--- src/hw/rtl/mmh3_pkg.sv ---
// Package for the MurmurHash3 x86_32 stream hash core.
// Mixing and finaliser constants, controller states, command and status types.
// No dependencies.
package mmh3_pkg;

    localparam logic [31:0] MIX_C1  = 32'hcc9e2d51;
    localparam logic [31:0] MIX_C2  = 32'h1b873593;
    localparam logic [31:0] MIX_ADD = 32'he6546b64;
    localparam logic [31:0] FIN_M1  = 32'h85ebca6b;
    localparam logic [31:0] FIN_M2  = 32'hc2b2ae35;

    localparam int          PADDR_W    = 3;
    localparam logic        REG_SEED   = 1'b0;
    localparam logic [2:0]  FULL_COUNT = 3'd4;

    typedef enum logic [2:0] {
        S_IDLE,
        S_MUL1,
        S_MUL2,
        S_FOLD,
        S_FIN0,
        S_FIN1,
        S_FIN2,
        S_OUT
    } ctrl_state_t;

    typedef enum logic [1:0] {
        MUL_C1,
        MUL_C2,
        MUL_M1,
        MUL_M2
    } mul_sel_t;

    typedef struct packed {
        logic     load;
        logic     start_msg;
        logic     mul_en;
        mul_sel_t mul_sel;
        logic     fold;
        logic     fin_pre;
        logic     out_load;
    } dp_cmd_t;

    typedef struct packed {
        logic end_msg;
    } dp_status_t;

endpackage

--- src/hw/rtl/mmh3_if.sv ---
// Stream channel interfaces for the hash core: input words and hash results.
// Depends on nothing.
interface mmh3_in_if;
    logic        valid;
    logic        ready;
    logic [31:0] data_word;
    logic [2:0]  byte_count;
    logic        last;

    modport source (output valid, output data_word, output byte_count, output last,
                    input ready);
    modport sink   (input valid, input data_word, input byte_count, input last,
                    output ready);
endinterface

interface mmh3_out_if;
    logic        valid;
    logic        ready;
    logic [31:0] hash_value;

    modport source (output valid, output hash_value, input ready);
    modport sink   (input valid, input hash_value, output ready);
endinterface

--- src/hw/rtl/murmur3_32_stream_hash_core.sv ---
// MurmurHash3 x86_32 stream hash core: top level with APB seed register.
// Depends on mmh3_pkg, mmh3_if, mmh3_ctrl and mmh3_datapath.
//
// Usage: a message arrives on in_ch as little-endian words with a byte count
// (0..4, values above 4 count as 4) and a last flag. A word with fewer than
// four bytes, or with last set, ends the message; the finalised hash then
// appears on out_ch as one transfer. The seed register (APB, address 0) is
// sampled when the first word of a message is taken.
// Each word is loaded in the idle state, then passes twice through the
// shared 32x32 multiplier and is folded; in_ch.ready is high only in the
// idle state. A final word then runs the finaliser (two multiplier passes)
// and its hash is loaded into the output register.
// The result sits in an output register: while out_ch stalls, the next
// message is still taken; only the following result waits for it to drain.
// Reset clears the seed to 0, the message state and the result valid flag.
module murmur3_32_stream_hash_core
    import mmh3_pkg::*;
(
    input  logic               clk,
    input  logic               rst_n,
    mmh3_in_if.sink            in_ch,
    mmh3_out_if.source         out_ch,
    input  logic               psel,
    input  logic               penable,
    input  logic               pwrite,
    input  logic [PADDR_W-1:0] paddr,
    input  logic [31:0]        pwdata,
    output logic [31:0]        prdata,
    output logic               pready
);

    logic [31:0] seed_reg, seed_next;
    logic        seed_wr;
    dp_cmd_t     cmd;
    dp_status_t  status;

    assign pready  = 1'b1;
    assign seed_wr = psel && penable && pwrite && (paddr[2] == REG_SEED);

    always_comb
    begin
        seed_next = seed_wr ? pwdata : seed_reg;
        prdata    = (paddr[2] == REG_SEED) ? seed_reg : 32'd0;
    end

    always_ff @(posedge clk or negedge rst_n)
    begin
        if (!rst_n)
        begin
            seed_reg <= '0;
        end
        else
        begin
            seed_reg <= seed_next;
        end
    end

    mmh3_ctrl u_ctrl (
        .clk       (clk),
        .rst_n     (rst_n),
        .in_valid  (in_ch.valid),
        .in_ready  (in_ch.ready),
        .out_valid (out_ch.valid),
        .out_ready (out_ch.ready),
        .cmd       (cmd),
        .status    (status)
    );

    mmh3_datapath u_dp (
        .clk        (clk),
        .rst_n      (rst_n),
        .cmd        (cmd),
        .status     (status),
        .seed       (seed_reg),
        .data_word  (in_ch.data_word),
        .byte_count (in_ch.byte_count),
        .last       (in_ch.last),
        .hash_value (out_ch.hash_value)
    );

endmodule

--- src/hw/rtl/mmh3_datapath.sv ---
// Datapath of the hash core: word mixing through one shared multiplier,
// running hash and length registers, finaliser and result register. Uses mmh3_pkg.
module mmh3_datapath
    import mmh3_pkg::*;
(
    input  logic        clk,
    input  logic        rst_n,
    input  dp_cmd_t     cmd,
    output dp_status_t  status,
    input  logic [31:0] seed,
    input  logic [31:0] data_word,
    input  logic [2:0]  byte_count,
    input  logic        last,
    output logic [31:0] hash_value
);

    logic [31:0] k_reg, k_next;
    logic [31:0] h_reg, h_next;
    logic [31:0] len_reg, len_next;
    logic [2:0]  cnt_reg, cnt_next;
    logic        end_reg, end_next;
    logic [31:0] hash_reg, hash_next;

    logic [2:0]  cnt_in;
    logic [31:0] mask;
    logic [31:0] mul_a, mul_b, prod;
    logic [31:0] h_x, h_rot, h_fold;
    logic [31:0] f_x;

    always_comb
    begin
        cnt_in = (byte_count > FULL_COUNT) ? FULL_COUNT : byte_count;
        unique case (cnt_in)
            3'd0:    mask = 32'h0000_0000;
            3'd1:    mask = 32'h0000_00ff;
            3'd2:    mask = 32'h0000_ffff;
            3'd3:    mask = 32'h00ff_ffff;
            default: mask = 32'hffff_ffff;
        endcase
    end

    always_comb
    begin
        unique case (cmd.mul_sel)
            MUL_C1:
            begin
                mul_a = k_reg;
                mul_b = MIX_C1;
            end
            MUL_C2:
            begin
                mul_a = {k_reg[16:0], k_reg[31:17]};
                mul_b = MIX_C2;
            end
            MUL_M1:
            begin
                mul_a = k_reg;
                mul_b = FIN_M1;
            end
            default:
            begin
                mul_a = k_reg ^ (k_reg >> 13);
                mul_b = FIN_M2;
            end
        endcase
        prod = mul_a * mul_b;
    end

    always_comb
    begin
        h_x    = h_reg ^ k_reg;
        h_rot  = {h_x[18:0], h_x[31:19]};
        h_fold = (cnt_reg == FULL_COUNT) ? ((h_rot << 2) + h_rot + MIX_ADD) : h_x;
        f_x    = h_reg ^ len_reg;
    end

    always_comb
    begin
        k_next    = k_reg;
        h_next    = h_reg;
        len_next  = len_reg;
        cnt_next  = cnt_reg;
        end_next  = end_reg;
        hash_next = hash_reg;
        if (cmd.load)
        begin
            k_next   = data_word & mask;
            cnt_next = cnt_in;
            end_next = last || (cnt_in != FULL_COUNT);
            if (cmd.start_msg)
            begin
                h_next   = seed;
                len_next = '0;
            end
        end
        if (cmd.mul_en)
        begin
            k_next = prod;
        end
        if (cmd.fold)
        begin
            h_next   = h_fold;
            len_next = len_reg + {29'd0, cnt_reg};
        end
        if (cmd.fin_pre)
        begin
            k_next = f_x ^ (f_x >> 16);
        end
        if (cmd.out_load)
        begin
            hash_next = k_reg ^ (k_reg >> 16);
        end
    end

    always_ff @(posedge clk or negedge rst_n)
    begin
        if (!rst_n)
        begin
            len_reg <= '0;
        end
        else
        begin
            len_reg <= len_next;
        end
    end

    always_ff @(posedge clk)
    begin
        k_reg    <= k_next;
        h_reg    <= h_next;
        cnt_reg  <= cnt_next;
        end_reg  <= end_next;
        hash_reg <= hash_next;
    end

    assign status.end_msg = end_reg;
    assign hash_value     = hash_reg;

endmodule

--- src/hw/rtl/mmh3_ctrl.sv ---
// Controller of the hash core: sequences load, mix, fold and finalise steps
// and holds the message and result flags. Uses mmh3_pkg.
module mmh3_ctrl
    import mmh3_pkg::*;
(
    input  logic       clk,
    input  logic       rst_n,
    input  logic       in_valid,
    output logic       in_ready,
    output logic       out_valid,
    input  logic       out_ready,
    output dp_cmd_t    cmd,
    input  dp_status_t status
);

    ctrl_state_t state_reg, state_next;
    logic        in_msg_reg, in_msg_next;
    logic        out_valid_reg, out_valid_next;

    always_ff @(posedge clk or negedge rst_n)
    begin
        if (!rst_n)
        begin
            state_reg     <= S_IDLE;
            in_msg_reg    <= 1'b0;
            out_valid_reg <= 1'b0;
        end
        else
        begin
            state_reg     <= state_next;
            in_msg_reg    <= in_msg_next;
            out_valid_reg <= out_valid_next;
        end
    end

    always_comb
    begin
        state_next     = state_reg;
        in_msg_next    = in_msg_reg;
        out_valid_next = out_valid_reg && !out_ready;
        in_ready       = 1'b0;
        cmd            = '0;
        cmd.mul_sel    = MUL_C1;
        unique case (state_reg)
            S_IDLE:
            begin
                in_ready = 1'b1;
                if (in_valid)
                begin
                    cmd.load      = 1'b1;
                    cmd.start_msg = !in_msg_reg;
                    in_msg_next   = 1'b1;
                    state_next    = S_MUL1;
                end
            end
            S_MUL1:
            begin
                cmd.mul_en  = 1'b1;
                cmd.mul_sel = MUL_C1;
                state_next  = S_MUL2;
            end
            S_MUL2:
            begin
                cmd.mul_en  = 1'b1;
                cmd.mul_sel = MUL_C2;
                state_next  = S_FOLD;
            end
            S_FOLD:
            begin
                cmd.fold = 1'b1;
                if (status.end_msg)
                begin
                    in_msg_next = 1'b0;
                    state_next  = S_FIN0;
                end
                else
                begin
                    state_next = S_IDLE;
                end
            end
            S_FIN0:
            begin
                cmd.fin_pre = 1'b1;
                state_next  = S_FIN1;
            end
            S_FIN1:
            begin
                cmd.mul_en  = 1'b1;
                cmd.mul_sel = MUL_M1;
                state_next  = S_FIN2;
            end
            S_FIN2:
            begin
                cmd.mul_en  = 1'b1;
                cmd.mul_sel = MUL_M2;
                state_next  = S_OUT;
            end
            default:
            begin
                // wait for the result register to free up
                if (!out_valid_reg || out_ready)
                begin
                    cmd.out_load   = 1'b1;
                    out_valid_next = 1'b1;
                    state_next     = S_IDLE;
                end
            end
        endcase
    end

    assign out_valid = out_valid_reg;

endmodule

--- src/flat_wrapper.sv ---
// flat-port wrapper written by rule: the top's interface ports become plain ports
module murmur3_32_stream_hash_core_flat import mmh3_pkg::*;
  (clk, rst_n, psel, penable, pwrite, paddr, pwdata, prdata, pready, in_ch_valid, in_ch_data_word, in_ch_byte_count, in_ch_last, in_ch_ready, out_ch_valid, out_ch_hash_value, out_ch_ready);
  mmh3_in_if in_ch_i ();
  mmh3_out_if out_ch_i ();
  input  logic clk;
  input  logic rst_n;
  input  logic psel;
  input  logic penable;
  input  logic pwrite;
  input  logic [PADDR_W-1:0] paddr;
  input  logic [31:0] pwdata;
  output logic [31:0] prdata;
  output logic pready;
  input wire logic [$bits(in_ch_i.valid)-1:0] in_ch_valid;
  input wire logic [$bits(in_ch_i.data_word)-1:0] in_ch_data_word;
  input wire logic [$bits(in_ch_i.byte_count)-1:0] in_ch_byte_count;
  input wire logic [$bits(in_ch_i.last)-1:0] in_ch_last;
  output wire logic [$bits(in_ch_i.ready)-1:0] in_ch_ready;
  output wire logic [$bits(out_ch_i.valid)-1:0] out_ch_valid;
  output wire logic [$bits(out_ch_i.hash_value)-1:0] out_ch_hash_value;
  input wire logic [$bits(out_ch_i.ready)-1:0] out_ch_ready;
  assign in_ch_i.valid = in_ch_valid;
  assign in_ch_i.data_word = in_ch_data_word;
  assign in_ch_i.byte_count = in_ch_byte_count;
  assign in_ch_i.last = in_ch_last;
  assign in_ch_ready = in_ch_i.ready;
  assign out_ch_valid = out_ch_i.valid;
  assign out_ch_hash_value = out_ch_i.hash_value;
  assign out_ch_i.ready = out_ch_ready;
  murmur3_32_stream_hash_core u_core (.clk(clk), .rst_n(rst_n), .in_ch(in_ch_i), .out_ch(out_ch_i), .psel(psel), .penable(penable), .pwrite(pwrite), .paddr(paddr), .pwdata(pwdata), .prdata(prdata), .pready(pready));
endmodule
--- config.mk ---
export PLATFORM = sky130hd
export DESIGN_NAME = murmur3_32_stream_hash_core_flat
export DESIGN_NICKNAME = d
export VERILOG_FILES = /design/src/hw/rtl/mmh3_pkg.sv /design/src/hw/rtl/mmh3_if.sv /design/src/hw/rtl/murmur3_32_stream_hash_core.sv /design/src/hw/rtl/mmh3_datapath.sv /design/src/hw/rtl/mmh3_ctrl.sv /design/src/flat_wrapper.sv
export SDC_FILE = /design/constraint.sdc
export NUM_CORES = 2
export LEC_CHECK = 0
export ABC_AREA = 1
export BUFFER_PORTS_ARGS = -buffer_cell sky130_fd_sc_hd__buf_2
export CAP_MARGIN = 10
export CORE_ASPECT_RATIO = 0.5
export CORE_MARGIN = 1.5
export CORE_UTILIZATION = 35
export CTS_BUF_LIST = sky130_fd_sc_hd__clkbuf_16
export DETAILED_ROUTE_END_ITERATION = 7
export GPL_TIMING_DRIVEN = 0
export PLACE_DENSITY_LB_ADDON = 0.25
export SLEW_MARGIN = 20
export SYNTH_ARGS = -nofsm -noshare
export SYNTH_HDL_FRONTEND = slang
export SYNTH_SLANG_ARGS = --single-unit
--- constraint.sdc ---
create_clock -name clk -period 17.75 [get_ports clk]
set_input_delay 1.775 -clock clk [delete_from_list [all_inputs] [get_ports clk]]
set_output_delay 1.775 -clock clk [all_outputs]
set_load 0.02 [all_outputs]
==> reports/summary.txt <==
largest net degree at the start of global routing -> 39
CTS Buf Count -> 17
Layout fillers -> 7637
post-cts sizing count -> 0
total core area -> 0.0735 sq mm
total of max-cap violations -> 0
IO Pins -> 145
clk sinks -> 169
final-report setup violation count -> 0
Hold Buf Count CTS -> 0
Reg clk slew, reported paths -> 0.08 ns
Register Area -> 0.00473 sq mm
Synth Instances -> 3188
drt first pass iters -> 6
Synth Flop Type -> edfxtp_1
fraction of layout cells with a size suffix above 1 -> 6.96%
Critical Path Start Type -> flip-flop
CP max-delay cell -> buf_1
commonest non-fill, non-tap cell in the layout -> inv_1
Clock Latency Late Sink -> 0.45 ns
Fin Setup TNS -> 0 ns
R2R depth -> 35
CP max stage delay -> 0.71 ns
Syn Nets -> 3858
Distinct cells, synth -> 57
routability-driven placement congestion ratio -> 1.01
most frequent cells in the layout -> inv_1 (760), nand2_1 (495), fa_1 (393), nor2_1 (317), ha_1 (199)
starting density of the core -> 35.6%
die width -> 390 microns
yosys synthesis warning count -> 0
GRT Resource Usage Total -> 28.7%
Worst Hold Path EP -> u_core.u_ctrl.in_msg_reg
FF-to-FF setup slack -> 5.76 ns
part of the Yosys area used for sequential elements -> 18.1%
area delta synth->final -> 9.94%
final wirelength -> 109000 microns
Post-DRT Antenna Nets -> 0
Worst EP required -> 17.95 ns
initial antenna violation count -> 2
CTS tree -> yes
Max-slew headroom -> 16.2%
#FFs+latches synth -> 169
DIE AREA -> 0.0765 sq mm
area of the multi-input gates -> 0.0182 sq mm
crit-path max FO -> 10
FF-to-FF Start -> u_core.u_ctrl.state_reg[0]
grt ovf -> 0
Iter 0 DRT Violations -> 2298
Final Hold Viols -> 0
clock tree buffer depth -> 2
Core Rows -> 70
worst hold stages -> 2
status -> finished, final reports clean
vias in the first global route -> 22.7k
die height -> 196 microns
hpwl dp -> 93900 microns
Worst Skew -> 0.0207 ns
Setup Crit Path Kind -> flip-flop to flip-flop
worst reg2reg endpoint -> u_core.u_dp.k_reg[31]
max-slew violations -> 0
unrepaired setup endpoints after global routing -> no
Critical Path AT -> 12.19 ns
CP Capture Type -> flip-flop
hold path start -> u_core.u_ctrl.in_msg_reg
Async S/R FF share, synth -> 40.8%
first-pass GRT wire length -> 156000 microns
routed length per instance -> 25.1 microns
routed vias/inst -> 5.18
IO buf count -> 140
Final nets -> 4020
Max Clock Freq -> 83.4 MHz
root buf cell -> clkbuf_16
Mapped Area -> 0.0262 sq mm
post-route clock period utilization -> 67.6%
Vias -> 22.5k
drt drc -> 0
Worst Max-Slew Pin Slew -> 1.26 ns
final worst path period need -> 11.99 ns
Post-synth EDFFs -> 100
post-CTS setup buffer count -> 0
number of diodes -> 0
H-tree depth -> 4
Most Frequent Cell on Critical Path -> fa_1
Avg Inst Size Synth -> 8.21 sq um
HP Class -> flip-flop to flip-flop
[metrics by stage]
stage	instance area, sq um	setup WS (ns)	instances	hold WS [ns]	utilization, %
finish	28800	5.76	4335	0.485	39.1
global route	28800	5.49	4335	0.510	39.1
CTS	28800	6.07	4335	0.484	39.1
detailed placement	28200	6.10	4303	0.466	38.3
global placement	28100	6.04	4300	0.458	38.2
floorplan	26200	9.51	3188	0.421	-
[how the worst max path moves through the flow]
stage | from | depth (start not counted) | end | slack, ns
after global placement | u_core.u_ctrl.state_reg[0] | 35 | u_core.u_dp.k_reg[31] | 6.04
after detailed placement | u_core.u_ctrl.state_reg[0] | 35 | u_core.u_dp.k_reg[31] | 6.10
final | u_core.u_ctrl.state_reg[0] | 35 | u_core.u_dp.k_reg[31] | 5.76
after floorplan | u_core.u_ctrl.state_reg[1] | 36 | u_core.u_dp.k_reg[31] | 9.51
after CTS | u_core.u_ctrl.state_reg[0] | 35 | u_core.u_dp.k_reg[31] | 6.07
after global routing | u_core.u_ctrl.state_reg[0] | 35 | u_core.u_dp.k_reg[31] | 5.49
[cell type report]
class                           count  share of cell area [%]
Clock buffer                       17                    1.48
Sequential cell                   169                    16.4
Timing Repair Buffer              143                    2.68
Multi-Input combinational cell   2154                    63.1
Buffer                             89                    1.31
Tap cell                          972                    4.23
Inverter                          776                    10.1
Clock inverter                     15                   0.609
[cell families (layout without fill, tap and decap cells)]
group | Yosys count | in the layout | share of synthesized area (%)
other | 1 | 1 | 0.0143
DFF | 169 | 169 | 18.1
and+or+nand+nor | 1008 | 1008 | 16.0
AOI/OAI and AO/OA | 398 | 398 | 8.52
buffers and inverters | 865 | 1040 | 12.6
xor gates and xnor gates | 148 | 148 | 4.95
adders and majority gates | 592 | 592 | 39.6
muxes | 7 | 7 | 0.268
[per-layer routing]
metal,share of wire (%),wire length (microns),vias to the layer above,track usage [%]
met5,0,0,-,0
met4,3.9,4270,0,9.94
met3,9.1,9900,192,5.86
met2,43,47000,1077,44.3
met1,44,47500,11092,40.2
li1,-,-,10092,-
[worst max-delay path: cells and delay by family (launching register included)]
kind / cells / cell delay (ns)
fa+ha+maj: 10 / 4.92
buf+inv: 12 / 3.78
simple gates: 12 / 2.39
flops: 1 / 0.56
compound gates: 1 / 0.06
[cells in the mapped netlist (9+ instances only)]
master / number / share of area [%]
xor2_1: 63 / 2.1
buf_1: 11 / 0.16
nor2_1: 318 / 4.6
clkbuf_1: 64 / 0.92
nand4_1: 30 / 0.72
xnor2_1: 85 / 2.8
a21oi_1: 193 / 3.7
inv_2: 9 / 0.13
ha_1: 199 / 9.5
o211ai_1: 13 / 0.37
o21ai_0: 113 / 2.2
inv_1: 761 / 11
edfxtp_1: 100 / 11
nor3_1: 21 / 0.40
nor2_2: 11 / 0.26
dfrtp_1: 69 / 6.6
a31oi_1: 10 / 0.24
nand3_1: 99 / 1.9
nand2_1: 495 / 7.1
o21bai_1: 13 / 0.37
fa_1: 393 / 30
Power is left out: the tool's default activity adds up to more than one toggle a clock period on the data nets, which glitch-free logic cannot reach.
